## src/hdl/lhat_pkg.sv

```systemverilog
// ----------------------------------------------------------------------------
// lhat_pkg
// Shared types and constants for the live host aging table.
// ----------------------------------------------------------------------------
package lhat_pkg;

    localparam int LHAT_SLOTS = 16;

    localparam int CFG_W   = 16;
    localparam int ADDR_W  = 32;
    localparam int PORT_W  = 16;
    localparam int COUNT_W = 5;
    localparam int KIND_W  = 3;
    localparam int PADDR_W = 3;
    localparam int PDATA_W = 32;

    localparam logic [CFG_W-1:0] ENTRY_TTL_RST = CFG_W'(10);
    localparam logic [CFG_W-1:0] TICK_STEP_RST = CFG_W'(1);

    typedef enum logic
    {
        OP_SEEN = 1'b0,
        OP_TICK = 1'b1
    } op_t;

    typedef enum logic
    {
        REG_ENTRY_TTL = 1'b0,
        REG_TICK_STEP = 1'b1
    } reg_idx_t;

    typedef enum logic [KIND_W-1:0]
    {
        KIND_ADDED     = 3'd0,
        KIND_REFRESHED = 3'd1,
        KIND_DROPPED   = 3'd2,
        KIND_REMOVED   = 3'd3,
        KIND_TICK_DONE = 3'd4
    } kind_t;

    typedef struct packed
    {
        logic [CFG_W-1:0] entry_ttl;
        logic [CFG_W-1:0] tick_step;
    } cfg_t;

    typedef struct packed
    {
        kind_t              kind;
        logic [ADDR_W-1:0]  address;
        logic [PORT_W-1:0]  port;
        logic [COUNT_W-1:0] count;
        logic               last;
    } evt_t;

endpackage

```

## src/hdl/lhat_engine.sv

```systemverilog
// ----------------------------------------------------------------------------
// lhat_engine
// Slot table and sequencer: walks the slots one at a time through a single
// compare/subtract unit for lookups, inserts and aging.
// ----------------------------------------------------------------------------
module lhat_engine
    import lhat_pkg::*;
#(
    parameter int TABLE_SLOTS = LHAT_SLOTS
)
(
    input  logic              clk,
    input  logic              rst_n,
    input  cfg_t              cfg,
    input  logic              in_valid,
    output logic              in_ready,
    input  logic              operation,
    input  logic [ADDR_W-1:0] host_address,
    input  logic [PORT_W-1:0] host_port,
    input  logic              evt_ready,
    output logic              evt_valid,
    output evt_t              evt
);

    localparam int IDX_W = $clog2(TABLE_SLOTS);
    localparam int CNT_W = $clog2(TABLE_SLOTS + 1);

    typedef enum logic [2:0]
    {
        ST_IDLE,
        ST_READ,
        ST_EVAL,
        ST_FINISH,
        ST_DONE
    } state_t;

    state_t                  state_reg;
    op_t                     op_reg;
    logic [ADDR_W-1:0]       addr_reg;
    logic [PORT_W-1:0]       port_reg;
    logic [IDX_W-1:0]        idx_reg;
    logic [IDX_W-1:0]        free_idx_reg;
    logic                    free_found_reg;
    logic [CNT_W-1:0]        count_reg;
    logic [TABLE_SLOTS-1:0]  slot_valid_reg;

    logic [ADDR_W-1:0]       mem_addr [TABLE_SLOTS];
    logic [PORT_W-1:0]       mem_port [TABLE_SLOTS];
    logic [CFG_W-1:0]        mem_life [TABLE_SLOTS];
    logic [ADDR_W-1:0]       rd_addr_reg;
    logic [PORT_W-1:0]       rd_port_reg;
    logic [CFG_W-1:0]        rd_life_reg;

    logic [CFG_W:0]          diff;
    logic                    expire;
    logic                    cur_valid;
    logic                    hit;
    logic                    last_idx;
    logic                    accept;
    logic                    wr_all;
    logic                    wr_life;
    logic [IDX_W-1:0]        wr_idx;
    logic [CFG_W-1:0]        wr_life_val;

    // shared subtract/compare unit
    assign diff      = {1'b0, rd_life_reg} - {1'b0, cfg.tick_step};
    assign expire    = diff[CFG_W] || (diff[CFG_W-1:0] == '0);
    assign cur_valid = slot_valid_reg[idx_reg];
    assign hit       = cur_valid && (rd_addr_reg == addr_reg) && (rd_port_reg == port_reg);
    assign last_idx  = (idx_reg == IDX_W'(TABLE_SLOTS - 1));
    assign in_ready  = (state_reg == ST_IDLE);
    assign accept    = in_valid && in_ready;

    always_comb
    begin
        wr_all      = 1'b0;
        wr_life     = 1'b0;
        wr_idx      = idx_reg;
        wr_life_val = cfg.entry_ttl;
        if (state_reg == ST_FINISH)
        begin
            wr_all = evt_ready && free_found_reg;
            wr_idx = free_idx_reg;
        end
        else if (state_reg == ST_EVAL)
        begin
            if (op_reg == OP_SEEN)
            begin
                wr_life = hit && evt_ready;
            end
            else
            begin
                wr_life     = cur_valid && !expire;
                wr_life_val = diff[CFG_W-1:0];
            end
        end
    end

    always_ff @(posedge clk)
    begin
        if (wr_all)
        begin
            mem_addr[wr_idx] <= addr_reg;
            mem_port[wr_idx] <= port_reg;
        end
        if (wr_all || wr_life)
        begin
            mem_life[wr_idx] <= wr_life_val;
        end
        if (state_reg == ST_READ)
        begin
            rd_addr_reg <= mem_addr[idx_reg];
            rd_port_reg <= mem_port[idx_reg];
            rd_life_reg <= mem_life[idx_reg];
        end
    end

    always_comb
    begin
        evt_valid   = 1'b0;
        evt.kind    = KIND_TICK_DONE;
        evt.address = '0;
        evt.port    = '0;
        evt.count   = COUNT_W'(count_reg);
        evt.last    = 1'b1;
        unique case (state_reg)
            ST_EVAL:
            begin
                if (op_reg == OP_SEEN)
                begin
                    evt_valid   = hit;
                    evt.kind    = KIND_REFRESHED;
                    evt.address = addr_reg;
                    evt.port    = port_reg;
                end
                else
                begin
                    evt_valid   = cur_valid && expire;
                    evt.kind    = KIND_REMOVED;
                    evt.address = rd_addr_reg;
                    evt.port    = rd_port_reg;
                    evt.count   = COUNT_W'(count_reg - CNT_W'(1));
                    evt.last    = 1'b0;
                end
            end
            ST_FINISH:
            begin
                evt_valid   = 1'b1;
                evt.address = addr_reg;
                evt.port    = port_reg;
                if (free_found_reg)
                begin
                    evt.kind  = KIND_ADDED;
                    evt.count = COUNT_W'(count_reg + CNT_W'(1));
                end
                else
                begin
                    evt.kind = KIND_DROPPED;
                end
            end
            ST_DONE:
            begin
                evt_valid = 1'b1;
            end
            default:
            begin
                evt_valid = 1'b0;
            end
        endcase
    end

    always_ff @(posedge clk or negedge rst_n)
    begin
        if (!rst_n)
        begin
            state_reg      <= ST_IDLE;
            op_reg         <= OP_SEEN;
            addr_reg       <= '0;
            port_reg       <= '0;
            idx_reg        <= '0;
            free_idx_reg   <= '0;
            free_found_reg <= 1'b0;
            count_reg      <= '0;
            slot_valid_reg <= '0;
        end
        else
        begin
            unique case (state_reg)
                ST_IDLE:
                begin
                    if (accept)
                    begin
                        op_reg         <= op_t'(operation);
                        addr_reg       <= host_address;
                        port_reg       <= host_port;
                        idx_reg        <= '0;
                        free_found_reg <= 1'b0;
                        state_reg      <= ST_READ;
                    end
                end
                ST_READ:
                begin
                    state_reg <= ST_EVAL;
                end
                ST_EVAL:
                begin
                    if (op_reg == OP_SEEN)
                    begin
                        if (hit)
                        begin
                            if (evt_ready)
                            begin
                                state_reg <= ST_IDLE;
                            end
                        end
                        else
                        begin
                            if (!cur_valid && !free_found_reg)
                            begin
                                free_found_reg <= 1'b1;
                                free_idx_reg   <= idx_reg;
                            end
                            if (last_idx)
                            begin
                                state_reg <= ST_FINISH;
                            end
                            else
                            begin
                                idx_reg   <= idx_reg + IDX_W'(1);
                                state_reg <= ST_READ;
                            end
                        end
                    end
                    else if (!(cur_valid && expire) || evt_ready)
                    begin
                        if (cur_valid && expire)
                        begin
                            slot_valid_reg[idx_reg] <= 1'b0;
                            count_reg               <= count_reg - CNT_W'(1);
                        end
                        if (last_idx)
                        begin
                            state_reg <= ST_DONE;
                        end
                        else
                        begin
                            idx_reg   <= idx_reg + IDX_W'(1);
                            state_reg <= ST_READ;
                        end
                    end
                end
                ST_FINISH:
                begin
                    if (evt_ready)
                    begin
                        if (free_found_reg)
                        begin
                            slot_valid_reg[free_idx_reg] <= 1'b1;
                            count_reg                    <= count_reg + CNT_W'(1);
                        end
                        state_reg <= ST_IDLE;
                    end
                end
                ST_DONE:
                begin
                    if (evt_ready)
                    begin
                        state_reg <= ST_IDLE;
                    end
                end
                default:
                begin
                    state_reg <= ST_IDLE;
                end
            endcase
        end
    end

endmodule

```

## src/hdl/live_host_aging_table.sv

```systemverilog
// ----------------------------------------------------------------------------
// live_host_aging_table
// Table of live senders keyed by address and port, each with a lifetime.
// Packet words refresh or add a sender; tick words age and expire entries.
//
//   channel   handshake                  payload
//   cfg       psel/penable/pwrite/pready paddr, pwdata, prdata
//   in        in_valid/in_ready          operation, host_address, host_port
//   out       out_valid/out_ready        event_kind, event_address, event_port,
//                                        live_count, last_of_run
//
// Each slot visit is a memory read (ST_READ), then a compare/subtract
// (ST_EVAL), so a packet word walks up to every slot and a tick word walks
// every slot, plus any output stalls; a refresh ends at its hit.
// in_ready is high only between words. Reset clears all slot valid bits at
// once; no clearing pass. An output register lets the next word start while
// the last result is still waiting.
// ----------------------------------------------------------------------------
module live_host_aging_table
    import lhat_pkg::*;
#(
    parameter int TABLE_SLOTS = LHAT_SLOTS
)
(
    input  logic               clk,
    input  logic               rst_n,
    input  logic               psel,
    input  logic               penable,
    input  logic               pwrite,
    input  logic [PADDR_W-1:0] paddr,
    input  logic [PDATA_W-1:0] pwdata,
    output logic [PDATA_W-1:0] prdata,
    output logic               pready,
    input  logic               in_valid,
    output logic               in_ready,
    input  logic               operation,
    input  logic [ADDR_W-1:0]  host_address,
    input  logic [PORT_W-1:0]  host_port,
    output logic               out_valid,
    input  logic               out_ready,
    output logic [KIND_W-1:0]  event_kind,
    output logic [ADDR_W-1:0]  event_address,
    output logic [PORT_W-1:0]  event_port,
    output logic [COUNT_W-1:0] live_count,
    output logic               last_of_run
);

    cfg_t     cfg_reg;
    logic     out_valid_reg;
    evt_t     out_evt_reg;
    logic     evt_valid;
    logic     evt_ready;
    evt_t     evt;
    reg_idx_t reg_sel;

    assign pready    = 1'b1;
    assign reg_sel   = reg_idx_t'(paddr[2]);
    assign evt_ready = !out_valid_reg || out_ready;

    always_comb
    begin
        unique case (reg_sel)
            REG_ENTRY_TTL: prdata = PDATA_W'(cfg_reg.entry_ttl);
            REG_TICK_STEP: prdata = PDATA_W'(cfg_reg.tick_step);
            default:       prdata = '0;
        endcase
    end

    always_ff @(posedge clk or negedge rst_n)
    begin
        if (!rst_n)
        begin
            cfg_reg.entry_ttl <= ENTRY_TTL_RST;
            cfg_reg.tick_step <= TICK_STEP_RST;
        end
        else if (psel && penable && pwrite && pready)
        begin
            unique case (reg_sel)
                REG_ENTRY_TTL: cfg_reg.entry_ttl <= pwdata[CFG_W-1:0];
                REG_TICK_STEP: cfg_reg.tick_step <= pwdata[CFG_W-1:0];
                default:       cfg_reg <= cfg_reg;
            endcase
        end
    end

    lhat_engine #(
        .TABLE_SLOTS (TABLE_SLOTS)
    ) u_engine (
        .clk          (clk),
        .rst_n        (rst_n),
        .cfg          (cfg_reg),
        .in_valid     (in_valid),
        .in_ready     (in_ready),
        .operation    (operation),
        .host_address (host_address),
        .host_port    (host_port),
        .evt_ready    (evt_ready),
        .evt_valid    (evt_valid),
        .evt          (evt)
    );

    always_ff @(posedge clk or negedge rst_n)
    begin
        if (!rst_n)
        begin
            out_valid_reg <= 1'b0;
            out_evt_reg   <= '0;
        end
        else if (evt_ready)
        begin
            out_valid_reg <= evt_valid;
            if (evt_valid)
            begin
                out_evt_reg <= evt;
            end
        end
    end

    assign out_valid     = out_valid_reg;
    assign event_kind    = out_evt_reg.kind;
    assign event_address = out_evt_reg.address;
    assign event_port    = out_evt_reg.port;
    assign live_count    = out_evt_reg.count;
    assign last_of_run   = out_evt_reg.last;

endmodule

```

## config.mk

```make
export PLATFORM = sky130hd
export DESIGN_NAME = live_host_aging_table
export DESIGN_NICKNAME = d
export VERILOG_FILES = /design/src/hdl/lhat_pkg.sv /design/src/hdl/lhat_engine.sv /design/src/hdl/live_host_aging_table.sv
export SDC_FILE = /design/constraint.sdc
export NUM_CORES = 1
export LEC_CHECK = 0
export ABC_CLOCK_PERIOD_IN_PS = 7750
export BUFFER_PORTS_ARGS = -buffer_cell sky130_fd_sc_hd__buf_2
export CAP_MARGIN = 20
export CORE_MARGIN = 2
export CORE_UTILIZATION = 50
export CTS_CLUSTER_DIAMETER = 120
export DETAILED_ROUTE_END_ITERATION = 6
export PLACE_DENSITY = 0.78
export SLEW_MARGIN = 5
export SYNTH_ARGS = -nofsm -noshare
export SYNTH_HDL_FRONTEND = slang
export SYNTH_SLANG_ARGS = --single-unit
```

## constraint.sdc

```tcl
create_clock -name clk -period 7.75 [get_ports clk]
set_input_delay 0.3875 -clock clk [delete_from_list [all_inputs] [get_ports clk]]
set_output_delay 0.3875 -clock clk [all_outputs]
set_load 0.01 [all_outputs]
```

[Yosys cells after proc, flatten, opt, wreduce, memory -nomap -nowiden]
Memory sizes are Yosys's and may differ from the RTL's. A register that Yosys moved wholly into a read port is not among the register bits.
Cells that the tools add are included.
Word-level totals
  register bits after elaboration: 172
  latch bits: 0
  bits in writable memories: 1024
  bits in read-only memories: 0
  bits of input ports: 91
  output and inout bits: 92
  word-level logic and storage cells: 145
  memories: 3
Operators by class
  $add $sub $neg: 4
  multipliers: 0
  divide/modulo/power cells: 0
  magnitude comparators: 4
  eq/ne operators: 18
  shifts and indexed selects: 0
  muxes and demuxes: 57
  bitwise logic cells: 6
  reductions and logical operators: 36
Memory list
  u_engine.mem_addr: depth 16, bits a word 32, read ports 1, clocked after memory_dff 1, wr ports 1, line lhat_engine.sv:47  | logic [ADDR_W-1:0] mem_addr [TABLE_SLOTS];
  u_engine.mem_life: depth 16, bits a word 16, read ports 1, clocked after memory_dff 1, wr ports 1, line lhat_engine.sv:49  | logic [CFG_W-1:0] mem_life [TABLE_SLOTS];
  u_engine.mem_port: depth 16, bits a word 16, read ports 1, clocked after memory_dff 1, wr ports 1, line lhat_engine.sv:48  | logic [PORT_W-1:0] mem_port [TABLE_SLOTS];
Operators with widths (number)
  $mux 16: 8
  $pmux 56 s2: 1
  $pmux 32 s2: 1
  $mux 50: 1
  $eq 32x32->1: 1
  $pmux 16 s2: 1
  $mux 5: 5
  $mux 4: 6
  $mux 3: 6
  $mux 1: 17
  $sub 16x16->17: 1
  $and 16x16->16: 1
  $eq 16x16->1: 1
  $logic_not 16->1: 1
  $not 16->16: 1
  $or 16x16->16: 1
  $logic_and 1x1->1: 12
  $ne 2x2->1 const B: 6
  $pmux 3 s4: 1
  $lt 4x5->1 const B: 2
  $pmux 5 s2: 1
  $reduce_and 2->1: 5
  $reduce_and 5->1: 2
  $demux 1 s4: 2
  other kinds (24): 41

[Depth between registers and ports, before layout]
  depth in word-level cells: 11
  depth in mapped cells: 14
  depth with buffers taken out: 12

[Modules after synthesis]
A second synthesis with hierarchy kept.
Second synthesis, totals
  cell total of the unflattened synthesis: 2416
  area total of the unflattened synthesis: 50339.5 um^2
Modules (own cells, without submodules)
  lhat_engine: instances 1, cells each 2187, area an instance 46570.9 um^2, seq. area each 34723.3 um^2
  live_host_aging_table: instances 1, cells each 229, area an instance 3768.6 um^2, seq. area each 2255.9 um^2

[Worst setup path after synthesis]
OpenSTA, ideal clock, no wires.
  kind: register -> register
  start: reg u_engine.state_reg[0]
  end: reg u_engine.rd_addr_reg[0] (read register of u_engine.mem_addr) (enable)
  library setup time: 0.578 ns
  arrival time: 5.516 ns
  required time: 7.172 ns
  slack: 1.656 ns
  cell stages (with the launch flop): 4
  path buffers: 2
  period minus slack after synthesis: 6.094 ns
  cells stage by stage: dfrtp_1 clkbuf_1 clkbuf_1 nor3b_1
Between the ends
  cells in the longest elaborated chain, start to end: 1
Ends and longest elaborated chain
  from (decl): line lhat_engine.sv:37  | state_t state_reg;
  from (signal assigned): line lhat_engine.sv:176  | state_reg <= ST_IDLE;
  from (signal assigned): line lhat_engine.sv:198  | state_reg <= ST_READ;
  from (signal assigned): line lhat_engine.sv:203  | state_reg <= ST_EVAL;
  $eq 3x1->1: line lhat_engine.sv:110  | if (state_reg == ST_READ)
  to (decl): line lhat_engine.sv:50  | logic [ADDR_W-1:0] rd_addr_reg;
Every way passes these cells.
A chain may end at the register's enable or synchronous reset.

[Final worst setup path]
  start: reg cfg_reg[0] in the netlist's numbering
  end: reg out_evt_reg (netlist bit event_port[13])
Between the ends
  cells in the longest elaborated chain, start to end: 7
Ends and longest elaborated chain
  from (decl): line live_host_aging_table.sv:48  | cfg_t cfg_reg;
  from (signal assigned): line live_host_aging_table.sv:81  | default: cfg_reg <= cfg_reg;
  $sub 16x16->17 (*): line lhat_engine.sv:66  | assign diff = {1'b0, rd_life_reg} - {1'b0, cfg.tick_step};
  $logic_not 16->1: line lhat_engine.sv:67  | assign expire = diff[CFG_W] || (diff[CFG_W-1:0] == '0);
  $logic_or 1x1->1 (*): line lhat_engine.sv:67
  $logic_and 1x1->1 (*): line lhat_engine.sv:138  | evt_valid = cur_valid && expire;
  $mux 1 (*): line lhat_engine.sv:129  | if (op_reg == OP_SEEN)
  $pmux 1 s2 (*): line lhat_engine.sv:126  | unique case (state_reg)
  $reduce_and 2->1 (no line) (*)
  to (signal assigned): line live_host_aging_table.sv:114  | out_evt_reg <= evt;
  to (decl): line live_host_aging_table.sv:50  | evt_t out_evt_reg;
Mark *: on every way between the ends. The rest lies on a longest branch, timed or not.

==> impl_metrics.ini <==
[outcome]
outcome = finished with violations
violations = design-rule violations

[floorplanning]
coreArea_mm2 = 0.09986
die_w_um = 321.1
die_h_um = 321.1
initial_core_util_pct = 50.34
placementRows = 116
ios = 183
dieArea_mm2 = 0.1031

[route]
top_layer = met5
drc_errors = 6
routed-wl-met3_mm = 12.46
wl_met2_mm = 60.35
drtPass1Iterations = 7
ant_nets = 0
wire_per_inst_um = 29.76
met1Wirelength_mm = 44.62
via_count = 26110
drt_iter0_drc = 3151
viasPerCell = 6.371
wirelength_mm = 121.9

[synth]
synth.distinct_cells = 80
synthCells = 2428
synthFlopType = edfxtp_1
synth-edff-count = 1088
syn_area_mm2 = 0.05026
synth-seq-cells = 1260
ys_async_sr_fraction_pct = 13.65
syn_area_per_cell_um2 = 20.70
ys_seq_area_share_pct = 73.57
synth_warnings = 0

[power_and_ir_drop]
swShare_pct = 30.34
ir_drop_mv = 0.3348
leakagePower_nw = 19.35
pwr-share-clk_pct = 29.8
comb_power_share_pct = 22.0
p_int_mw = 14.17
powerDensity_mw_per_mm2 = 352.1
seqPwrFrac_pct = 48.2
netSwitchingPower_mw = 6.173

[sta]
clock_skew_ns = 0.06654
finalSetupTns_ns = 0
post-route-period-util_pct = 64.38
finalCriticalPeriod_ns = 4.989
hold_viol = 0
max_slew_margin_pct = 23.51
fin_ws_ns = 2.761
grt_setup_unrepaired = no
fmax_mhz = 200.4
worst_pin_slew_ns = 1.147
report.final.setup_viol = 0
finalMaxSlewViolations = 0

[grt]
grt_pass1_wl_mm = 176.6
track_usage_pct = 23.45
antenna_found_initial = 4
grt_pass1_vias = 26530
overflow = 0
grt_max_degree = 153

[finish]
diodes = 0
fin_area_mm2 = 0.05778
top_regs = u_engine.mem_addr x512, u_engine.mem_life x256, u_engine.mem_port x256
largest-register = u_engine.mem_addr
utilization_pct = 57.87
drive_gt1_share_pct = 32.86
n_fill_cell = 6901
largest_reg_flops = 512
areaGrowthSynthToFinish_pct = 14.96
final_nets = 2809

[clock_network]
cts-root-buf = clkbuf_16
h-tree-depth = 3
cts_buffer_depth = 3
cts_setup_buffers = 0
cts_made_buffers = 119
cts_tree = yes
clock-sinks = 1260
clkTransAtPathRegs_ns = 0.06
cts-resized-gates = 0
clk_latency_ns = 0.73

[setup_path]
reg2reg_to = event_port[13]
endpoint_kind = flip-flop
cp_data_arrival_time_ns = 5.56
path_max_fanout = 52
reg2reg_slack_ns = 2.76
crit_required_ns = 8.32
slowest_stage = buf_4
worst_r2r_path_depth = 12
worstPathCellList = ha_1 > fa_1 > nand2b_1 > a21oi_1 > o22ai_1 > nor4b_1 > nor3_1 > and3_1 > a22oi_2 > a21oi_4 > buf_4 > mux2_2
reg2reg_from = cfg_reg[0]
start_kind = flip-flop
crit_type = flip-flop to flip-flop
max_stage_delay_ns = 0.77

[placement]
placed_cell_area_mm2 = 0.05282
dp_hpwl_mm = 63.99
pre_cts_ws_ns = 2.721
gp_congestion = 0.9253
port_buffers = 147

[hold_path]
min_path_cells = 2
min_path_type = primary input to flip-flop
holdPathEnd = u_engine.addr_reg[1]
worstHoldStart = host_address[1]

[job]
maxCapViolCount = 0
## how the worst max path moves through the flow
| stage | start | endpoint | cells past startpoint |
|---|---|---|---|
| after floorplan | u_engine.state_reg[0] | u_engine.rd_addr_reg[0] | 3 |
| after global placement | u_engine.idx_reg[0] | u_engine.rd_addr_reg[12] | 5 |
| after detailed placement | u_engine.idx_reg[0] | u_engine.rd_port_reg[8] | 5 |
| after CTS | u_engine.idx_reg[0] | u_engine.rd_addr_reg[15] | 5 |
| after global routing | u_engine.idx_reg[0] | u_engine.rd_addr_reg[15] | 5 |
| final | cfg_reg[0] | event_port[13] | 12 |
## metal layers
layer  up-vias  track usage, %
met4         6           8.172
met2      1663           38.56
met1     13620           30.69
met5         -               0
li1      10510               -
met3       308           5.862
## power by group through the flow
stage | Clock, mW | Combinational (mW) | Sequential (mW)
3_3_place_gp | 0 | 4.17 | 9.79
5_1_grt | 6.36 | 4.72 | 9.92
2_1_floorplan | 0 | 2.98 | 9.53
4_1_cts | 6.11 | 4.42 | 9.78
6_report | 6.06 | 4.48 | 9.81
3_5_place_dp | 0 | 4.33 | 9.91
## critical path, delay by kind of cell, from the launching register on
family,cells,cell delay [ns]
DFF,1,0.38
adders and majority gates,2,0.65
and+or+nand+nor,4,1.40
muxes,1,0.43
buffers and inverters,1,0.77
AOI/OAI and AO/OA,4,1.17
## cell type report
class / instances / area, µm² / area share (%)
flip-flops and latches: 1260 / 36990 / 64.02
repair buffers: 273 / 2028 / 3.510
well taps: 1298 / 1624 / 2.811
multi-input cells: 1014 / 12910 / 22.34
inverters: 27 / 103.9 / 0.1797
clock inverters: 75 / 899.6 / 1.557
clock buffers: 151 / 3229 / 5.589
## metrics by stage
| step | cells | total power [mW] | hold slack [ns] |
|---|---|---|---|
| after floorplan | 2443 | 12.51 | 0.09191 |
| final | 4098 | 20.34 | 0.05736 |
| after detailed placement | 3798 | 14.23 | 0.4738 |
| after global routing | 4098 | 21.00 | 0.04467 |
| after global placement | 3794 | 13.97 | 0.4653 |
| after CTS | 4087 | 20.30 | 0.01572 |
## cells by family (layout without fill, tap and decap cells)
family / Yosys count / after routing / synth area share (%)
AOI/OAI and AO/OA: 194 / 194 / 2.758
xor gates and xnor gates: 64 / 64 / 1.115
adders and majority gates: 23 / 23 / 0.5875
buffers and inverters: 169 / 526 / 1.521
DFF: 1260 / 1260 / 73.57
muxes: 484 / 484 / 18.09
other: 2 / 17 / 0.01494
and+or+nand+nor: 232 / 232 / 2.342
## cells in the mapped netlist (29+ instances only)
| library cell | n | area (µm²) |
|---|---|---|
| a22o_1 | 48 | 420.4 |
| clkbuf_1 | 82 | 307.8 |
| dfrtp_1 | 169 | 4229 |
| edfxtp_1 | 1088 | 32670 |
| mux2_1 | 29 | 326.6 |
| mux2_2 | 127 | 1430 |
| mux4_2 | 324 | 7297 |
| nand2_1 | 73 | 274.0 |
| nor2_1 | 40 | 150.1 |
| nor3_1 | 31 | 155.2 |
| o21ai_0 | 55 | 275.3 |
| xor2_1 | 52 | 455.4 |
## placed cells by master, fill, tap and decap left out, drive strengths merged, types with 40 or more instances in the layout
cell type    count
a22o            48
buf            209
clkbuf         152
clkinv          51
dfrtp          169
dlygate4sd3     63
edfxtp        1088
mux2           156
mux4           324
nand2           73
nor2            40
o21ai           61
xor2            52
## what timing repair did
item	4_1_cts	5_1_grt
setup endpoints to repair	0	0
endpoints found under the hold margin	197	0
hold buffers	63	0
(Power assumes the default switching activity.)
